**config.mk**
```make
export PLATFORM = sky130hd
export DESIGN_NAME = sq8l2_queue
export DESIGN_NICKNAME = d
export VERILOG_FILES = /design/src/rtl/sq8l2_pkg.sv /design/src/rtl/sq8l2_queue.sv
export SDC_FILE = /design/constraint.sdc
export NUM_CORES = 1
export LEC_CHECK = 0
export BUFFER_PORTS_ARGS = -buffer_cell sky130_fd_sc_hd__buf_4
export CAP_MARGIN = 10
export CORE_ASPECT_RATIO = 0.8
export CORE_UTILIZATION = 55
export DETAILED_ROUTE_END_ITERATION = 8
export GPL_TIMING_DRIVEN = 0
export PLACE_DENSITY_LB_ADDON = 0.3
export SLEW_MARGIN = 30
export SYNTH_ARGS = -nofsm -noshare
export SYNTH_HDL_FRONTEND = slang
export SYNTH_SLANG_ARGS = --single-unit
```
**constraint.sdc**
```tcl
create_clock -name clock -period 4.4 [get_ports clock]
set_input_delay 0.44 -clock clock [delete_from_list [all_inputs] [get_ports clock]]
set_output_delay 0.44 -clock clock [all_outputs]
set_load 0.01 [all_outputs]
```
**src/rtl/sq8l2_pkg.sv**
```systemverilog
`default_nettype none

package sq8l2_pkg;

   // Parameter defaults
   localparam int MAX_DIMS_DEF  = 1024;
   localparam int FRAC_BITS_DEF = 16;

   // Fixed field widths
   localparam int IDX_W   = 10;
   localparam int VAL_W   = 32;
   localparam int CODE_W  = 8;
   localparam int DIST_W  = 63;
   localparam int LIMIT_W = 17;   // holds any MAX_DIMS value below 2**17

   // Datapath widths
   localparam int DIVX_W = CODE_W + VAL_W + 1;   // code*scale + bias
   localparam int DIVH_W = DIVX_W - 8;           // high part in the /255 reduction
   localparam int DIFF_W = VAL_W + 4;            // query - (min + offset)
   localparam int MAG_W  = 34;                   // |difference|

   localparam int Q_DEPTH = 4;

   localparam logic [7:0] ROUND_BIAS = 8'd127;
   localparam logic [7:0] DIV_RESID  = 8'd255;

   typedef enum logic {
      CMD_LOAD = 1'b0,
      CMD_ELEM = 1'b1
   } cmd_type;

   typedef enum logic [2:0] {
      BK_IDLE,
      BK_MUL,
      BK_DIV,
      BK_DIFF,
      BK_ABS,
      BK_SQ,
      BK_ACC
   } back_state_type;

   typedef enum logic [1:0] {
      SQ_LO_LO,
      SQ_HI_LO,
      SQ_HI_HI
   } sq_step_type;

   // One element word handed from the front to the back
   typedef struct packed {
      logic [VAL_W-1:0]  query;
      logic [CODE_W-1:0] code;
      logic [VAL_W-1:0]  minimum;
      logic [VAL_W-1:0]  scale;
      logic              last;
   } elem_type;

endpackage

`default_nettype wire

```
**src/rtl/sq8l2_queue.sv**
```systemverilog
`default_nettype none

module sq8l2_queue #(
   parameter int DEPTH = sq8l2_pkg::Q_DEPTH
) (
   input  logic                 clock,
   input  logic                 reset,
   input  logic                 push,
   input  sq8l2_pkg::elem_type  push_data,
   output logic                 full,
   input  logic                 pop,
   output sq8l2_pkg::elem_type  pop_data,
   output logic                 empty
);
   import sq8l2_pkg::*;

   localparam int PW = (DEPTH > 1) ? $clog2(DEPTH) : 1;
   localparam int CW = $clog2(DEPTH + 1);

   elem_type       entry [DEPTH];
   logic [PW-1:0]  wr_ptr_ff, wr_ptr_in;
   logic [PW-1:0]  rd_ptr_ff, rd_ptr_in;
   logic [CW-1:0]  count_ff, count_in;

   assign full     = (count_ff == CW'(DEPTH));
   assign empty    = (count_ff == '0);
   assign pop_data = entry[rd_ptr_ff];

   always_comb begin
      wr_ptr_in = wr_ptr_ff;
      rd_ptr_in = rd_ptr_ff;
      count_in  = count_ff;
      if (push) begin
         wr_ptr_in = (wr_ptr_ff == PW'(DEPTH - 1)) ? '0 : wr_ptr_ff + 1'b1;
      end
      if (pop) begin
         rd_ptr_in = (rd_ptr_ff == PW'(DEPTH - 1)) ? '0 : rd_ptr_ff + 1'b1;
      end
      if (push && !pop) begin
         count_in = count_ff + 1'b1;
      end else if (pop && !push) begin
         count_in = count_ff - 1'b1;
      end
   end

   always_ff @(posedge clock) begin
      if (reset) begin
         wr_ptr_ff <= '0;
         rd_ptr_ff <= '0;
         count_ff  <= '0;
      end else begin
         wr_ptr_ff <= wr_ptr_in;
         rd_ptr_ff <= rd_ptr_in;
         count_ff  <= count_in;
      end
   end

   always_ff @(posedge clock) begin
      if (push) begin
         entry[wr_ptr_ff] <= push_data;
      end
   end

endmodule

`default_nettype wire

```
======== After elaboration in Yosys (flattened, before gate mapping) ========
Memory sizes are Yosys's and may differ from the RTL's. A register that Yosys moved wholly into a read port is not among the register bits.
Cells that the tools add are included.
cells by class
  add/subtract/negate cells ............... 4
  reduce and logical (&&, ||, !) cells .... 6
  multiplexer cells ....................... 8
  equality and inequality tests ........... 3
operators by type and width
  operator                                                             number
  2-bit 2-to-1 mux                                                     4
  3-bit 2-to-1 mux                                                     2
  2-bit by 1-bit adder with 2-bit output (second input constant)       2
  2-bit == test (second input constant)                                2
  3-bit by 1-bit adder with 3-bit output (second input constant)       1
  3-bit == test (second input constant)                                1
  3-bit zero test                                                      1
  3-bit by 1-bit subtractor with 3-bit output (second input constant)  1
  1-bit logical AND                                                    2
  1-bit zero test                                                      2
  1-bit 2-to-1 mux                                                     2
  2-bit nonzero test                                                   1
storage, ports and cells
  register bits ........................... 7
  logic and storage cells ................. 25
  RAM bits ................................ 420
  memories kept ........................... 1
memory list
  memory  depth  width  rd ports  clocked after Yosys merged registers in  wr ports  line               source
  entry   4      105    1         1                                        1         sq8l2_queue.sv:20  elem_type entry [DEPTH];

======== Longest topological paths before layout ========
  word-level depth ........................ 4
  depth in mapped cells ................... 7
  depth with buffers taken out ............ 7

======== Worst setup path before layout ========
Ideal clock, no wire load.
  path type ............................... register to register
  start point ............................. reg wr_ptr_ff[0]
  end point ............................... mem entry[3][0] in the netlist's numbering (enable)
  data arrival time ....................... 2.968 ns
  setup slack ............................. 0.957 ns
  clock period less this slack ............ 3.443 ns
  stages on the path, launching flop included .. 3
  required time ........................... 3.925 ns
  cells stage by stage .................... dfxtp_1 > ha_1 > and2_1
RTL lines
  what                    line               source
  from (decl)             sq8l2_queue.sv:21  logic [PW-1:0] wr_ptr_ff, wr_ptr_in;
  from (signal assigned)  sq8l2_queue.sv:52  wr_ptr_ff <= wr_ptr_in;
  to (decl)               sq8l2_queue.sv:20
No word-level cell before the write port.

==> impl_results.md <==
- Longest Clk Path Bufs: 3
- # nets final: 975
- Detail-routed net length per standard cell: 22.7 µm
- Crit start category: flop
- Worst path max stage delay: 370 ps
- Setup violations, final: 0
- Worst Tran Pin Value: 632 ps
- Placer Congestion: 0.734
- Initial antenna violation count: 0
- Pwr Density: 465 nW/µm²
- Final min period: 2720 ps
- Utilization after layout: 69.5%
- Yosys warns: 0
- CP most frequent cell: buf_2
- Antenna Violating Nets Remaining: 0
- Async set or reset register ratio after synthesis: 0%
- Commonest cells post-synth: edfxtp_1 (420), mux4_2 (105), buf_2 (12)
- Initial detailed-routing violation count: 462
- Max-slew headroom: 57.9%
- Initial core utilization: 56.6%
- Min-Delay Path Class: input port to flop
- Post-route DRC: 0
- Inst Count DP: 1180
- Cts-stage hold buffer count: 0
- Die span in y: 153 µm
- Avg Cell Area, Syn: 26.3 µm²
- Pre-antenna DRT Iters: 4
- Synth Flop Type: edfxtp_1
- Post-Syn Nets: 709
- Number of synthesized flops with an enable pin: 420
- Maxcap violations: 0
- Port bufs: 215
- Number of setup buffers added after CTS: 0
- # fillers: 1689
- Detailed Place HPWL: 17900 µm
- GRT Residual Overflow: 0
- Die area: 29000 µm²
- Fin cells: 1254
- Flop-to-flop setup slack: 2650 ps
- # IOs: 216
- Netlist Area Pre-Place: 15600 µm²
- Hold violation count in the final report: 0
- Top-area cell type share of the netlist area: 80.9%
- Reg clk slew, reported paths: 60 ps
- Std cell rows: 54
- Final WS setup: 1680 ps
- Slowest cell on crit path: mux4_2
- Register area share after synthesis: 82.0%
- Syn Inst Count: 593
- Critical path buffers and inverters: 4
- Family with the most delay on the worst path: buffers and inverters
- Synth area leaders: edfxtp_1 (81%), mux4_2 (15%), dfxtp_1 (1.2%)
- H-Tree Depth: 2
- Fmax: 368 MHz
- CP cell instances: buf_2, buf_2, buf_2, mux4_2, buf_4
- Num CTS Buffers: 41
- Worst-path fanout max: 10
- Number of synthesized register bits: 429
- Critical path endpoint category: output port
- Placement Setup Slack: 2200 ps
- Final Cycle Share: 61.7%
- Clock sink count: 429
- Max-slew violations: 0
- Vias: 7071
- Core ar.: 27600 µm²
- Crit path kind: flop to output port
- Layout cells sized above 1: 45.6%
- Worst-skew pair later-pin latency: 530 ps
- Detailed Route WL: 28500 µm
- Total track usage: 20.1%
- Area Growth Syn to Fin: 22.8%
- Outcome: completed
- TritonCTS clock tree: built
- Ant. Diodes: 0
- Most common cell in the netlist: edfxtp_1
- Die W: 190 µm
- Number of distinct library cells after synthesis: 19
- Vias in the first global route: 7692
- Overall power: 8920 µW
- Setup Skew: 14.9 ps
- Vias per Instance: 5.64
- RSZ-0062 raised after global routing: no
- Max IR drop VDD: 0.430 mV
- Leakage Power: 0.00651 µW
- Clk root buf: clkbuf_16
- First-pass GRT wire length: 43600 µm
- Pin count of the biggest net entering global routing: 42
- Req. time, crit path: 3960 ps
- Post-CTS sizing: 0
- Critical Path AT: 2280 ps
- Yosys top cell by area: edfxtp_1
## cells in the final DEF, fill, tap and decap left out
| cell type | count |
|---|---|
| ha_1 | 6 |
| edfxtp_1 | 420 |
| and2_4 | 4 |
| a21oi_1 | 2 |
| nor2_1 | 7 |
| buf_6 | 1 |
| bufinv_16 | 2 |
| inv_6 | 1 |
| clkbuf_16 | 43 |
| clkbuf_8 | 2 |
| mux2i_1 | 4 |
| or3_1 | 1 |
| xor2_1 | 2 |
| clkbuf_1 | 18 |
| mux4_2 | 105 |
| clkinv_2 | 7 |
| inv_1 | 4 |
| fa_1 | 1 |
| buf_12 | 2 |
| buf_4 | 215 |
| nor3_1 | 1 |
| buf_2 | 12 |
| o21ai_0 | 1 |
| nor3b_1 | 2 |
| buf_16 | 6 |
| dfxtp_1 | 9 |
| clkinv_1 | 6 |
| buf_8 | 6 |
## sequential cells by signal (all words and copies together), names as in the netlist, named ones only
| name | flops |
|---|---|
| entry | 420 |
| count_ff | 3 |
| rd_ptr_ff | 2 |
| wr_ptr_ff | 2 |
## power by group
part	total [µW]	internal, µW	switching, µW
clock	3300	1940	1360
combinational	888	457	431
sequential	4730	4680	45.2
## path summary, 6_finish.rpt
kind	cells after the start	start	end
max	5	flop	pop_data[68]
min	1	push_data[99]	entry[2][99]$_DFFE_PP_
max reg2reg	3	wr_ptr_ff[0]$_SDFFE_PP0P_	entry[3][51]$_DFFE_PP_
min reg2reg	2	count_ff[2]$_SDFFE_PP0P_	count_ff[2]$_SDFFE_PP0P_
## metrics by stage
stage | cell area, µm² | setup TNS, ps | hold WS [ps]
after floorplan | 15600 | 0 | 460
after global placement | 17700 | -306460 | 480
after detailed placement | 17900 | 0 | 551
after CTS | 19200 | 0 | 90.9
after global routing | 19200 | 0 | 94.2
final | 19200 | 0 | 112
## cells by family after synthesis
logic type                 synth area share (%)
and+or+nand+nor                           0.497
AOI/OAI and AO/OA                        0.0962
buffers and inverters                      1.25
xor gates and xnor gates                  0.112
DFF                                        82.0
adders and majority gates                 0.610
muxes                                      15.4
## routing by layer
layer	vias to the layer above	GRT usage (%)	routed length [µm]
met5	-	0	0
li1	3094	-	-
met4	0	4.34	368
met3	34	5.50	2390
met1	3721	27.8	11800
met2	222	32.5	14000
## layout make-up
class	instances	area [µm²]	area share (%)
sequential	429	12800	66.8
tap	364	455	2.38
inverter	4	15.0	0.0784
timing repair buffer	223	1820	9.49
multi-input combinational	136	2620	13.7
clock inverter	16	126	0.660
clock buffer	58	1150	6.01
buffer	24	180	0.940
## worst reg2reg max path: cells and delay by family, from the launching register on
family | cells | cell delay (ps)
simple gates | 1 | 470
flops | 1 | 400
buf+inv | 1 | 320
fa+ha+maj | 1 | 200
No activity file was read; power rests on OpenSTA's default activity.
