$ cat config.mk
export PLATFORM = sky130hd
export DESIGN_NAME = sq8l2_back
export DESIGN_NICKNAME = d
export VERILOG_FILES = /design/src/rtl/sq8l2_pkg.sv /design/src/rtl/sq8l2_back.sv
export SDC_FILE = /design/constraint.sdc
export NUM_CORES = 2
export LEC_CHECK = 0
export ABC_AREA = 1
export BUFFER_PORTS_ARGS = -buffer_cell sky130_fd_sc_hd__buf_2
export CORE_ASPECT_RATIO = 1.4
export CORE_UTILIZATION = 32
export DETAILED_ROUTE_END_ITERATION = 7
export GPL_ROUTABILITY_DRIVEN = 0
export MAX_ROUTING_LAYER = met4
export PLACE_DENSITY = 0.51
export SETUP_SLACK_MARGIN = 0.5
export SLEW_MARGIN = 30
export SYNTH_ARGS = -nofsm -noshare
export SYNTH_HDL_FRONTEND = slang
export SYNTH_SLANG_ARGS = --single-unit
$ cat constraint.sdc
create_clock -name clock -period 43.4 [get_ports clock]
set_input_delay 6.51 -clock clock [delete_from_list [all_inputs] [get_ports clock]]
set_output_delay 6.51 -clock clock [all_outputs]
set_load 0.005 [all_outputs]
$ cat src/rtl/sq8l2_pkg.sv
`default_nettype none

package sq8l2_pkg;

   // Parameter defaults
   localparam int MAX_DIMS_DEF  = 1024;
   localparam int FRAC_BITS_DEF = 16;

   // Fixed field widths
   localparam int IDX_W   = 10;
   localparam int VAL_W   = 32;
   localparam int CODE_W  = 8;
   localparam int DIST_W  = 63;
   localparam int LIMIT_W = 17;   // holds any MAX_DIMS value below 2**17

   // Datapath widths
   localparam int DIVX_W = CODE_W + VAL_W + 1;   // code*scale + bias
   localparam int DIVH_W = DIVX_W - 8;           // high part in the /255 reduction
   localparam int DIFF_W = VAL_W + 4;            // query - (min + offset)
   localparam int MAG_W  = 34;                   // |difference|

   localparam int Q_DEPTH = 4;

   localparam logic [7:0] ROUND_BIAS = 8'd127;
   localparam logic [7:0] DIV_RESID  = 8'd255;

   typedef enum logic {
      CMD_LOAD = 1'b0,
      CMD_ELEM = 1'b1
   } cmd_type;

   typedef enum logic [2:0] {
      BK_IDLE,
      BK_MUL,
      BK_DIV,
      BK_DIFF,
      BK_ABS,
      BK_SQ,
      BK_ACC
   } back_state_type;

   typedef enum logic [1:0] {
      SQ_LO_LO,
      SQ_HI_LO,
      SQ_HI_HI
   } sq_step_type;

   // One element word handed from the front to the back
   typedef struct packed {
      logic [VAL_W-1:0]  query;
      logic [CODE_W-1:0] code;
      logic [VAL_W-1:0]  minimum;
      logic [VAL_W-1:0]  scale;
      logic              last;
   } elem_type;

endpackage

`default_nettype wire

$ cat src/rtl/sq8l2_back.sv
`default_nettype none

module sq8l2_back #(
   parameter int FRAC_BITS = sq8l2_pkg::FRAC_BITS_DEF
) (
   input  logic                          clock,
   input  logic                          reset,
   input  logic                          q_empty,
   input  sq8l2_pkg::elem_type           pop_data,
   output logic                          pop,
   output logic                          rsp_valid,
   input  logic                          rsp_stall,
   output logic [sq8l2_pkg::DIST_W-1:0]  rsp_distance,
   output logic                          rsp_saturated
);
   import sq8l2_pkg::*;

   localparam int HI_W   = MAG_W - FRAC_BITS;
   localparam int MW     = (HI_W > FRAC_BITS) ? HI_W : FRAC_BITS;
   localparam int PROD_W = 2 * MW;
   localparam int SQ_W   = 2 * MAG_W - FRAC_BITS;

   back_state_type    state_ff, state_in;
   sq_step_type       step_ff, step_in;

   logic [VAL_W-1:0]  query_ff, query_in;
   logic [CODE_W-1:0] code_ff, code_in;
   logic [VAL_W-1:0]  min_ff, min_in;
   logic [VAL_W-1:0]  scale_ff, scale_in;
   logic              last_ff, last_in;
   logic [DIVX_W-1:0] x_ff, x_in;
   logic [VAL_W-1:0]  q_ff, q_in;
   logic [DIFF_W-1:0] diff_ff, diff_in;
   logic [MAG_W-1:0]  mag_ff, mag_in;
   logic [SQ_W-1:0]   sq_ff, sq_in;
   logic [DIST_W-1:0] acc_ff, acc_in;
   logic              clip_ff, clip_in;
   logic              rsp_valid_ff, rsp_valid_in;
   logic [DIST_W-1:0] dist_ff, dist_in;
   logic              sat_ff, sat_in;

   logic [DIVX_W-2:0] cs_prod;
   logic [DIVH_W-1:0] x_hi;
   logic [7:0]        x_lo;
   logic [DIFF_W-1:0] diff_neg;
   logic [HI_W-1:0]   m_hi;
   logic [FRAC_BITS-1:0] m_lo;
   logic [MW-1:0]     mul_a, mul_b;
   logic [PROD_W-1:0] mul_p;
   logic [DIST_W:0]   acc_sum;
   logic              acc_sat;
   logic [DIST_W-1:0] acc_next;
   logic              clip_next;
   logic              out_free;

   assign cs_prod  = code_ff * scale_ff;
   assign x_hi     = x_ff[DIVX_W-1:8];
   assign x_lo     = x_ff[7:0];
   assign diff_neg = '0 - diff_ff;
   assign m_hi     = mag_ff[MAG_W-1:FRAC_BITS];
   assign m_lo     = mag_ff[FRAC_BITS-1:0];
   assign mul_p    = mul_a * mul_b;

   assign acc_sum   = {1'b0, acc_ff} + (DIST_W + 1)'(sq_ff);
   assign acc_sat   = acc_sum[DIST_W];
   assign acc_next  = acc_sat ? '1 : acc_sum[DIST_W-1:0];
   assign clip_next = clip_ff | acc_sat;
   assign out_free  = !rsp_valid_ff || !rsp_stall;

   assign rsp_valid     = rsp_valid_ff;
   assign rsp_distance  = dist_ff;
   assign rsp_saturated = sat_ff;

   always_comb begin
      mul_a = MW'(m_hi);
      mul_b = MW'(m_hi);
      case (step_ff)
         SQ_LO_LO: begin
            mul_a = MW'(m_lo);
            mul_b = MW'(m_lo);
         end
         SQ_HI_LO: begin
            mul_a = MW'(m_hi);
            mul_b = MW'(m_lo);
         end
         default: begin
            mul_a = MW'(m_hi);
            mul_b = MW'(m_hi);
         end
      endcase
   end

   always_comb begin
      state_in     = state_ff;
      step_in      = step_ff;
      query_in     = query_ff;
      code_in      = code_ff;
      min_in       = min_ff;
      scale_in     = scale_ff;
      last_in      = last_ff;
      x_in         = x_ff;
      q_in         = q_ff;
      diff_in      = diff_ff;
      mag_in       = mag_ff;
      sq_in        = sq_ff;
      acc_in       = acc_ff;
      clip_in      = clip_ff;
      dist_in      = dist_ff;
      sat_in       = sat_ff;
      pop          = 1'b0;
      rsp_valid_in = rsp_valid_ff && rsp_stall;

      case (state_ff)
         BK_IDLE: begin
            if (!q_empty) begin
               pop      = 1'b1;
               query_in = pop_data.query;
               code_in  = pop_data.code;
               min_in   = pop_data.minimum;
               scale_in = pop_data.scale;
               last_in  = pop_data.last;
               state_in = BK_MUL;
            end
         end
         BK_MUL: begin
            x_in     = {1'b0, cs_prod} + DIVX_W'(ROUND_BIAS);
            q_in     = '0;
            state_in = BK_DIV;
         end
         BK_DIV: begin
            // x = 256h + l = 255h + (h + l)
            if (x_hi == '0) begin
               q_in     = q_ff + ((x_lo == DIV_RESID) ? VAL_W'(1) : VAL_W'(0));
               state_in = BK_DIFF;
            end else begin
               q_in = q_ff + x_hi[VAL_W-1:0];
               x_in = DIVX_W'(x_hi) + DIVX_W'(x_lo);
            end
         end
         BK_DIFF: begin
            diff_in  = {{(DIFF_W - VAL_W){query_ff[VAL_W-1]}}, query_ff}
                     - {{(DIFF_W - VAL_W){min_ff[VAL_W-1]}}, min_ff}
                     - DIFF_W'(q_ff);
            state_in = BK_ABS;
         end
         BK_ABS: begin
            mag_in   = diff_ff[DIFF_W-1] ? diff_neg[MAG_W-1:0] : diff_ff[MAG_W-1:0];
            step_in  = SQ_LO_LO;
            state_in = BK_SQ;
         end
         BK_SQ: begin
            case (step_ff)
               SQ_LO_LO: begin
                  sq_in   = SQ_W'(mul_p >> FRAC_BITS);
                  step_in = SQ_HI_LO;
               end
               SQ_HI_LO: begin
                  sq_in   = sq_ff + SQ_W'({mul_p, 1'b0});
                  step_in = SQ_HI_HI;
               end
               default: begin
                  sq_in    = sq_ff + (SQ_W'(mul_p) << FRAC_BITS);
                  state_in = BK_ACC;
               end
            endcase
         end
         BK_ACC: begin
            if (!last_ff) begin
               acc_in   = acc_next;
               clip_in  = clip_next;
               state_in = BK_IDLE;
            end else if (out_free) begin
               rsp_valid_in = 1'b1;
               dist_in      = acc_next;
               sat_in       = clip_next;
               acc_in       = '0;
               clip_in      = 1'b0;
               state_in     = BK_IDLE;
            end
         end
         default: begin
            state_in = BK_IDLE;
         end
      endcase
   end

   always_ff @(posedge clock) begin
      if (reset) begin
         state_ff     <= BK_IDLE;
         step_ff      <= SQ_LO_LO;
         acc_ff       <= '0;
         clip_ff      <= 1'b0;
         rsp_valid_ff <= 1'b0;
      end else begin
         state_ff     <= state_in;
         step_ff      <= step_in;
         acc_ff       <= acc_in;
         clip_ff      <= clip_in;
         rsp_valid_ff <= rsp_valid_in;
      end
   end

   always_ff @(posedge clock) begin
      query_ff <= query_in;
      code_ff  <= code_in;
      min_ff   <= min_in;
      scale_ff <= scale_in;
      last_ff  <= last_in;
      x_ff     <= x_in;
      q_ff     <= q_in;
      diff_ff  <= diff_in;
      mag_ff   <= mag_in;
      sq_ff    <= sq_in;
      dist_ff  <= dist_in;
      sat_ff   <= sat_in;
   end

endmodule

`default_nettype wire

### After elaboration in Yosys (flattened, before gate mapping)

Cells that the tools add are included.

| cells by class | value |
|---|---|
| add/sub/neg operators | 10 |
| multipliers | 2 |
| equality and inequality tests | 15 |
| multiplexer cells | 27 |
| bitwise gates (word level) | 2 |
| reduce and logical (&&, ||, !) cells | 16 |

Operators with widths:

| kind | count |
|---|---|
| $mux W63 | 3 |
| $pmux W52 S2 | 1 |
| $pmux W41 S2 | 1 |
| $add A63 B52 Y64 | 1 |
| $pmux W32 S2 | 1 |
| $add A52 B37 Y52 | 1 |
| $add A52 B52 Y52 | 1 |
| $add A40 B7 Y41 const B | 1 |
| $mux W41 | 1 |
| $mul A8 B32 Y40 | 1 |
| $mul A18 B18 Y36 | 1 |
| $mux W18 | 2 |
| $add A33 B8 Y34 | 1 |
| $mux W34 | 1 |
| $sub A1 B34 Y34 const A | 1 |
| $sub A33 B33 Y34 | 1 |
| $logic_not A33 Y1 | 1 |
| $sub A32 B32 Y33 | 1 |
| $add A32 B1 Y32 | 1 |
| $add A32 B32 Y32 | 1 |
| $mux W32 | 1 |
| $pmux W3 S7 | 1 |
| $mux W3 | 5 |
| $eq A3 B3 Y1 const B | 3 |
| 21 further kinds | 39 |

| word-level totals | value |
|---|---|
| flip-flop bits (word level) | 432 |
| input bits | 109 |
| output and inout bits | 66 |

### Depth between registers and ports, before layout

| logic depth | value |
|---|---|
| depth after elaboration | 6 |
| gate-level depth with buffers | 44 |

### Worst setup path after synthesis

No wires, ideal clock.

| path | value |
|---|---|
| path type | input to output |
| start | input q_empty |
| end | output pop |
| data arrival time | 16525 ps |
| data required time | 36890 ps |
| slack | 20365 ps |
| stages on the path | 1 |
| path buffers | 0 |
| cells stage by stage | nor4_1 |

| on the way | value |
|---|---|
| longest elaborated chain between the ends | 2 |

RTL lines:

| item | RTL line | source |
|---|---|---|
| start, declared | sq8l2_back.sv:8 | `input logic q_empty,` |
| $mux W1 | sq8l2_back.sv:115 | `if (!q_empty) begin` |
| $mux W1 | sq8l2_back.sv:113 | `case (state_ff)` |
| end, declared | sq8l2_back.sv:10 | `output logic pop,` |

No other way between the ends.

### Worst setup path after layout

Ends and elaborated chain as after synthesis.

==> metrics.md <==
| Metric | Value |
|---|---|
| Synth Register Bits | ~430 |
| Largest net degree at the start of global routing | around 70 |
| Residual DRC | 0 |
| Postcts setup bufs | 0 |
| Seq/Total Area, Yosys | around a quarter |
| Largest family of logic cells by synthesized area | adder cells |
| Post-CTS Hold Buffers | 0 |
| Post-synthesis xor/xnor area fraction | between 2 and 3% |
| # nets final | 8292 |
| Ports | roughly 180 |
| Die ar. | roughly 170000 sq um |
| Die Span Y | between 400 and 500 um |
| PostCTS Resize Cnt | 0 |
| Slowest stage delay, CP | 0.49 ns |
| Hold depth | 0 |
| Unrepaired setup endpoints after global routing | no |
| Synthesized instance count | around 7200 |
| CTS tree | yes |
| Met2 Track Usage GR | 37.4% |
| H-tree Lvls | 2 |
| Final hold vios | 0 |
| Worst EP required | roughly 37 ns |
| Initial Utilization | between 30% and 40% |
| Area fraction in compound gates after synthesis | a little under a tenth |
| Setup Skew | about 0.053 ns |
| Max cap viols | 0 |
| Min-Delay Path Class | flip-flop to flip-flop |
| Grt met3 use | about 2.7% |
| Startpoint Class | input pin |
| Clock transition at path regs | about 0.07 ns |
| Async SR Flop Fraction | 0% |
| Clock buffer depth | 3 |
| Syn_nets | around 8200 |
| Ys flop type | edfxtp_1 |
| Pins Over Slew Limit | 0 |
| Syn Area/Cell | roughly 7.3 sq um |
| Met1 Use GR | between 20% and 30% |
| CTS Buf Count | 53 |
| Root Buffer | clkbuf_16 |
| Post-synthesis adder-cell area fraction | 28.0% |
| CP dominant cell by count | buf_2 |
| YS warnings | 0 |
| Fin crit share | about a third |
| Grt ovf | 0 |
| Crit path from | q_empty |
| Dpl cells | approximately 9400 |
| Detail Placement HPWL | ~150 mm |
| Avg Vias per Cell | a little under 5 |
| IO buf count | about 170 |
| EDFF count, synth | between 300 and 400 |
| Reg2Reg Depth | 32 |
| Sequence of cells on the critical path | buf_2 -> nor4_2 -> buf_4 -> buf_2 |
| GRT Util Overall | 21.8% |
| Final Non-Filler Cells | between 9000 and 10000 |
| Antenna violations before repair | 3 |
| FF-to-FF End | sq_ff[49] |
| First-pass GRT wire length | around 270 mm |
| Post-Route WL | between 150 and 200 mm |
| Fmax | about 70 MHz |
| Pre-Repair DR Iteration Count | 6 |
| Worst skew pair latency | 0.71 ns |
| Worst Hold Endpoint | mag_ff[0] |
| GR peak layer | met2 |
| Synthesis-to-finish area growth | 9.82% |
| Std-Cell Rows | 175 |
| CP Max Fanout | between 40 and 50 |
| Wire per inst | approximately 18 um |
| Relative max-transition margin | between 30% and 40% |
| Status | complete, no violations |
| Cell Area, Synth | 52300 sq um |
| Post-synthesis mux area share | 0% |
| Vias | 46012 |
| CP arrival | roughly 7.5 ns |
| Final antenna-violating net count | 0 |
| Worst R2R Start | step_ff[1] |
| Placeable Area | 162000 sq um |
| Num Clock Sinks | 432 |
| Vias in the first global route | 46123 |
| Period minus WS final | around 14 ns |
| Initial DRC Count | around 3000 |
| Worst slew pin tran | between 0.9 and 1 ns |
| Hold Path Origin | diff_ff[0] |
| Simple-gate share of the synthesized area | approximately a quarter |
| Share of cells above drive strength 1 | around 5.0% |
| Setup violations, final | 0 |
| Setup TNS | 0 ns |
| Die X | about 340 um |
| Slowest CP cell | buf_4 |
| Crit path kind | input pin to output port |
| CP Capture Type | output port |
| Number of distinct library cells after synthesis | 63 |
| R2r setup slk | approximately 34 ns |
==> flip-flops by register name, summed over array words and instances (netlist names), 2 cells and up <==
signal and count:
scale_ff 32, state_ff 3, diff_ff 34, sq_ff 52
rsp_distance 63, code_ff 8, query_ff 32, x_ff 41
step_ff 2, q_ff 32, acc_ff 63, min_ff 32
mag_ff 34
==> per-stage QoR <==
step / util [%] / hold WS (ns) / setup WS (ns) / instance area (sq um)
floorplan: - / 0.426 / 20.36 / 52300
global placement: 34.2 / 0.445 / 29.40 / 55500
detailed placement: 34.2 / 0.445 / 29.39 / 55500
CTS: 35.4 / 0.458 / 29.39 / 57400
global route: 35.4 / 0.461 / 29.28 / 57400
finish: 35.4 / 0.449 / 29.43 / 57400
==> area by class of cell <==
class | instances | area, sq um
fill | 17300 | 105000
multi-input combinational | 5086 | 33700
sequential | 432 | 12300
inverter | 1508 | 5660
tap | 2124 | 2660
clock buffer | 59 | 1370
timing repair buffer | 222 | 1250
clock inverter | 41 | 537
antenna | 2 | 5.00
==> cells in the final DEF, fill, tap and decap left out, types with 31 or more instances in the layout <==
cell	count
a21oi_1	433
buf_2	174
buf_4	47
clkbuf_16	53
dfxtp_1	69
edfxtp_1	362
fa_1	480
ha_1	400
inv_1	1502
nand2_1	1973
nand3_1	281
nand4_1	57
nor2_1	658
nor3_1	76
o21ai_0	297
o21bai_1	31
xnor2_1	43
xor2_1	110
==> layer usage <==
metal	routed length, um	vias up
li1	-	22620
met1	70700	21791
met2	86000	1238
met3	8730	363
met4	9250	0
met5	0	-
==> critical path: cells and delay by family <==
family	cells	cell delay, ns
buffers and inverters	3	0.82
AND/OR/NAND/NOR	1	0.12
==> cell usage after synthesis, types with 5 or more instances <==
| library cell | count | share of area (%) |
|---|---|---|
| nand2_1 | 1975 | 14 |
| nand3b_1 | 24 | 0.34 |
| nand4_1 | 57 | 0.68 |
| a21oi_1 | 433 | 4.1 |
| buf_6 | 5 | 0.11 |
| o211ai_1 | 9 | 0.13 |
| o22ai_1 | 6 | 0.072 |
| o21bai_1 | 31 | 0.45 |
| a21o_1 | 27 | 0.39 |
| o21ai_1 | 14 | 0.13 |
| fa_1 | 480 | 18 |
| nand3_1 | 281 | 2.7 |
| clkinv_1 | 6 | 0.043 |
| o21ai_2 | 7 | 0.12 |
| dfxtp_1 | 70 | 2.7 |
| nor3_1 | 76 | 0.73 |
| a21boi_0 | 9 | 0.13 |
| clkbuf_1 | 130 | 0.93 |
| o21ai_0 | 299 | 2.9 |
| xor2_1 | 110 | 1.8 |
| nor2_1 | 664 | 4.8 |
| clkbuf_2 | 23 | 0.22 |
| a31oi_1 | 17 | 0.20 |
| ha_1 | 400 | 9.6 |
| inv_1 | 1502 | 11 |
| and2_1 | 9 | 0.11 |
| edfxtp_1 | 362 | 21 |
| or2_2 | 18 | 0.22 |
| buf_2 | 11 | 0.11 |
| xnor2_1 | 43 | 0.72 |
| o21a_1 | 18 | 0.26 |
| nor4_1 | 28 | 0.34 |
==> kinds of logic (layout without fill, tap and decap cells) <==
kind of cell             count (synthesis)  after routing
AND/OR/NAND/NOR                       3157           3157
buffers and inverters                 1683           1830
AO/OA/AOI/OAI                          896            896
adder cells (fa/ha/maj)                880            880
flip-flops                             432            432
XOR/XNOR                               153            153
other                                    0              2
==> worst max-delay path by stage <==
stage | end | slack (ns) | depth (start not counted)
2_1_floorplan | pop | 20.36 | 1
6_report | pop | 29.43 | 4
4_1_cts | pop | 29.39 | 4
5_1_grt | pop | 29.28 | 4
3_5_place_dp | pop | 29.39 | 4
3_3_place_gp | pop | 29.40 | 4
Power is left out: the tool's default activity adds up to more than one toggle a clock period on the data nets, which glitch-free logic cannot reach.
